File: config.mk
export PLATFORM = sky130hd
export DESIGN_NAME = bfha_cell
export DESIGN_NICKNAME = d
export VERILOG_FILES = /design/src/sv/best_fit_heap_allocator_assert.svh /design/src/sv/bfha_pkg.sv /design/src/sv/bfha_cell.sv
export SDC_FILE = /design/constraint.sdc
export NUM_CORES = 1
export LEC_CHECK = 0
export BUFFER_PORTS_ARGS = -buffer_cell sky130_fd_sc_hd__buf_2
export CORE_MARGIN = 2
export CORE_UTILIZATION = 36
export DETAILED_ROUTE_END_ITERATION = 16
export PLACE_DENSITY = 0.77
export SYNTH_ARGS = -nofsm -noshare
export SYNTH_HDL_FRONTEND = slang
export SYNTH_SLANG_ARGS = --single-unit
File: constraint.sdc
create_clock -name clk -period 1.6 [get_ports clk]
set_clock_uncertainty 0.2 [all_clocks]
set_input_delay 0.08 -clock clk [delete_from_list [all_inputs] [get_ports clk]]
set_output_delay 0.08 -clock clk [all_outputs]
set_load 0.005 [all_outputs]
File: src/sv/best_fit_heap_allocator_assert.svh
// assertion macros for the best-fit heap allocator
`ifndef BEST_FIT_HEAP_ALLOCATOR_ASSERT_SVH
`define BEST_FIT_HEAP_ALLOCATOR_ASSERT_SVH
`ifndef SYNTHESIS
// condition must hold at every clock edge out of reset
`define BFHA_ALWAYS(lbl, cond) \
    lbl: assert property (@(posedge clk) disable iff (!rst_n) (cond)) \
        else $error("invariant violated");
// antecedent on one edge forces consequent on the next
`define BFHA_NEXT(lbl, ante, cons) \
    lbl: assert property (@(posedge clk) disable iff (!rst_n) (ante) |=> (cons)) \
        else $error("sequence violated");
`else
`define BFHA_ALWAYS(lbl, cond)
`define BFHA_NEXT(lbl, ante, cons)
`endif
`endif

File: src/sv/bfha_pkg.sv
package bfha_pkg;

    localparam int OFF_W = 26;
    localparam int LEN_W = 27;
    localparam logic [LEN_W-1:0] HEAP_CAP = LEN_W'(1) << OFF_W;

    typedef enum logic {
        OP_ALLOC = 1'b0,
        OP_FREE  = 1'b1
    } op_t;

    typedef enum logic [1:0] {
        ST_OK        = 2'd0,
        ST_NO_FIT    = 2'd1,
        ST_NOT_ALLOC = 2'd2,
        ST_FULL      = 2'd3
    } status_t;

    typedef struct packed {
        op_t              op;
        logic [LEN_W-1:0] request_bytes;
        logic [OFF_W-1:0] block_offset;
    } in_word_t;

    typedef struct packed {
        status_t          status;
        logic [OFF_W-1:0] granted_offset;
        logic [LEN_W-1:0] bytes_remaining;
        logic [LEN_W-1:0] largest_free;
    } out_word_t;

    // one section of the heap: start offset and length
    typedef struct packed {
        logic [OFF_W-1:0] start;
        logic [LEN_W-1:0] len;
    } entry_t;

    typedef enum logic [1:0] {
        CELL_HOLD,
        CELL_TAKE_NEXT,
        CELL_TAKE_PREV,
        CELL_LOAD
    } cell_op_t;

    typedef enum logic [2:0] {
        S_IDLE,
        S_USCAN,
        S_FREE_RM,
        S_FSCAN,
        S_ALLOC_UPD,
        S_FREE_INS,
        S_LSCAN,
        S_DONE
    } state_t;

endpackage

File: src/sv/bfha_cell.sv
module bfha_cell (
    input  logic              clk,
    input  bfha_pkg::cell_op_t cmd,
    input  bfha_pkg::entry_t  next_entry,
    input  bfha_pkg::entry_t  prev_entry,
    input  bfha_pkg::entry_t  load_entry,
    output bfha_pkg::entry_t  entry
);
    import bfha_pkg::*;

    entry_t entry_reg;
    entry_t entry_next;

    always_comb
    begin
        unique case (cmd)
            CELL_HOLD:      entry_next = entry_reg;
            CELL_TAKE_NEXT: entry_next = next_entry;
            CELL_TAKE_PREV: entry_next = prev_entry;
            CELL_LOAD:      entry_next = load_entry;
            default:        entry_next = entry_reg;
        endcase
    end

    always_ff @(posedge clk)
    begin
        entry_reg <= entry_next;
    end

    assign entry = entry_reg;

endmodule

# Yosys cells after proc, flatten, opt, wreduce, memory -nomap -nowiden
# Cells that the tools add are included.
# totals
reg_bits	53
latchBits	0
ram_bits	0
rom_bits	0
inputBits	162
out_inout_bits	53
wordCells	7
mem_count	0
# classes
add_sub_neg	0
multipliers	0
div	0
order_cmp	0
eq_ne	3
n_shift	0
muxes	1
n_bitwise	0
n_reduce_logical	1
# op_table
op	n
case mux 53 bit (3 select lines)	1
equality test 2 bit (second input constant)	2
equality test 2 x 1 -> 1 bit (second input constant)	1
zero test 2 bit	1

# Logic depth before layout (Yosys ltp)
# depth
ltp_word	2
depth_mapped	4

# Worst setup path after synthesis
# OpenSTA, ideal clock, no wires.
# synth_timing
kind	input port to flip-flop
from	input cmd[0]
to	register entry_reg, in the netlist entry[0] (enable)
setup_ps	387
arrival_ps	1103
t_required_ps	1013
setup_slack_ps	-91
cell_stages	3
n_path_buf	2
cell_sequence	buf_6 buf_12 or2_2
# synth_via
elab_chain_cells	1
# synth_rtl
element	line_no	rtl
from (decl)	bfha_cell.sv:3	input bfha_pkg::cell_op_t cmd,
zero test 2 bit	bfha_cell.sv:16	unique case (cmd)
to (signal assigned)	bfha_cell.sv:27	entry_reg <= entry_next;
to (decl)	bfha_cell.sv:11	entry_t entry_reg;
# Every way passes these cells.
# A chain may end at the register's enable or synchronous reset.

==> results by group <==
Run status
  – Outcome: complete, but fails checks
  – Violated checks: hold timing, setup timing

Critical path
  – Crit-path max FO: 1
  – Slowest CP cell: dlygate4sd3_1
  – Critical Path AT: about 1500 ps
  – Critical Path RT: 1450 ps
  – CP dominant cell by count: dlygate4sd3_1
  – CP max stage delay: 560 ps
  – Crit path cell chain: dlygate4sd3_1 > buf_2 > nor2_2 > a21oi_1 > dlygate4sd3_1
  – Nature of the critical path startpoint: primary input
  – Crit path capture type: register
  – Worst path bufs/invs: 3
  – WS Path Type: primary input to register
  – CP top delay family: buffers and inverters

Placement
  – Placed cells: ~530
  – Placed cell area: ~3900 sq um
  – Final HPWL DP: about 5800 um
  – Routability Congestion: slightly below 0.8
  – Port Buffers: between 200 and 250

Finish
  – Largest register FFs: 53
  – Final core utilization: between 60% and 70%
  – Layout area overhead: 76.5%
  – Non-Filler Instances: a little over 600
  – Final layout net count: roughly 690
  – Layout cells sized above 1: between 40 and 50%
  – Antenna diodes: 0
  – Final instance area: 4870 sq um

STA
  – Worst slew pin tran: about 260 ps
  – Final Cycle Share: 101%
  – WHS: -50.9 ps
  – Unrepaired setup endpoints after global routing: yes
  – Tmin final: between 1500 and 2000 ps
  – Setup WS post-layout: -20.5 ps
  – Fmax: 0.617 GHz
  – Max-slew violation count: 0
  – Hold Fails Final Rpt: 20
  – Max transition margin: 82.9%
  – Finish-stage setup viols: 2

GRT
  – Grt met2 use: approximately two fifths
  – Pin count of the biggest net entering global routing: 47
  – First-pass GRT wire length: 13700 um
  – Met1 Use GR: about 20%
  – Congestion Overflow GR: 0
  – Initial antenna violation count: 0
  – Gr busiest metal: met2
  – Vias in the first global route: 3046
  – GR Util All Layers: between 20% and 30%
  – GR Util met3: between 4 and 5%

Drt
  – Vias/cell: roughly 4.6
  – Routed Antenna Nets: 0
  – WL/cell: approximately 14 um
  – Total number of vias: a little under 3000
  – Drt drc: 0
  – TritonRoute pass-1 iters: 4
  – Final wirelength: 9000 um
  – DRT iter0 DRCs: between 80 and 90

Worst hold path
  – Hold Crit Start: prev_entry[47]
  – Hold Path Cell Cnt: 3
  – Hold WC Path Type: primary input to register
  – Hold endpoint: entry[47]

Floorplan
  – Die W: between 90 and 100 um
  – Num ports: around 220
  – Die H: just over 90 um
  – Starting Density: 37.6%
  – Die area: approximately 8400 sq um
  – Placement row count: 31
  – Core area: 7330 sq um

Power
  – Switching Share: 24.0%
  – Total Power: between 3 and 4 mW
  – Switch Pwr: around 810 uW
  – Logic pwr share: between 20 and 30%
  – Leak: about 2.3 nW
  – Peak VDD IR: approximately 0.00037 V
  – Register share of total power: ~52%
  – Clock share of power: between 20% and 30%
  – Pint: roughly 2.6 mW
  – PwrDens: about 700 nW/um^2

CTS
  – Htree depth: 2
  – Worst-path clk slew: about 90 ps
  – Clock root cell: clkbuf_8
  – Total CTS buffers: 5
  – Clk buf depth: 2
  – TritonCTS Sinks: 53
  – CTS tree: done
  – Setup Fix Bufs, Post-CTS: 0

Yosys
  – Sequential-to-total area share from yosys stat: between 50% and 60%
  – Synth Instances: around 230
  – Syn Std Cell Area: 2760 sq um
  – Synth Area per Inst: ~12 sq um
  – Flops & latches, synth: between 50 and 60
  – Syn. warnings: 0
  – Post-Syn Nets: approximately 400
  – Yosys cell types: 10

Job
  – Max Cap Viol: 0
[power by group through the flow]
stage / Combinational [mW] / Sequential [mW] / Clock [mW]
floorplan: 0.278 / 1.81 / 0
global placement: 0.693 / 1.78 / 0
detailed placement: 0.710 / 1.79 / 0
CTS: 0.949 / 1.76 / 0.739
global route: 0.999 / 1.77 / 0.769
finish: 0.914 / 1.76 / 0.710
[cells by family after synthesis]
logic type	synth area share [%]
AND/OR/NAND/NOR	7.44
flip-flops	57.7
AO/OA/AOI/OAI	9.62
buffers and inverters	5.99
multiplexers	19.2
[tightest hold or removal path: cells and delay by family]
| kind | cells | cell delay [ps] |
|---|---|---|
| AO/OA/AOI/OAI | 1 | 130 |
| multiplexers | 1 | 50 |
| buffers and inverters | 1 | 80 |
[cell usage after synthesis]
cell	n	area, sq um
or2_2	1	6.26
a21oi_1	53	265
mux2i_1	53	531
buf_12	5	100
nor2_1	53	199
edfxtp_1	53	1590
buf_2	4	20.0
buf_6	1	11.3
clkbuf_1	7	26.3
buf_4	1	7.51
[placed cells by master, fill, tap and decap left out, drive strengths merged]
cell	count
or2	1
edfxtp	53
dlygate4sd3	79
a21oi	53
buf	221
dlymetal6s4s	3
mux2i	53
nor2	53
clkbuf	8
[metrics by stage]
step | setup TNS, ps | worst slack, ps
after floorplan | 0 | 169
after global placement | 0 | 335
after detailed placement | 0 | 310
after CTS | 0 | 19.0
after global routing | -29.6 | -11.5
final | -20.9 | -20.5
[cell type report]
type	instances	area, sq um
Multi-Input combinational cell	160	1040
Clock buffer	8	80.1
Timing Repair Buffer	303	2030
Tap cell	99	124
Sequential cell	53	1590
Fill cell	563	2460
[per-layer routing]
layer	part of all wire (%)	wire (um)
met5	0	0
met3	6.8	612
met4	2.9	265
met1	35	3160
met2	55	4950
[worst max path at each step]
stage	to	slack [ps]	startpoint	depth (start not counted)
finish	entry[18]	-20	next_entry[18]	5
global route	entry[45]	-10	next_entry[45]	5
CTS	entry[24]	20	next_entry[24]	5
detailed placement	entry[29]	310	cmd[0]	4
global placement	entry[29]	330	cmd[1]	3
floorplan	entry[0]	170	cmd[0]	3
[what timing repair did]
item	CTS	global route
gates resized for setup	0	17
endpoints found under the hold margin	53	4
setup endpoints to repair	0	36
hold buffers	99	7
Power figures use the tool's default switching activity.
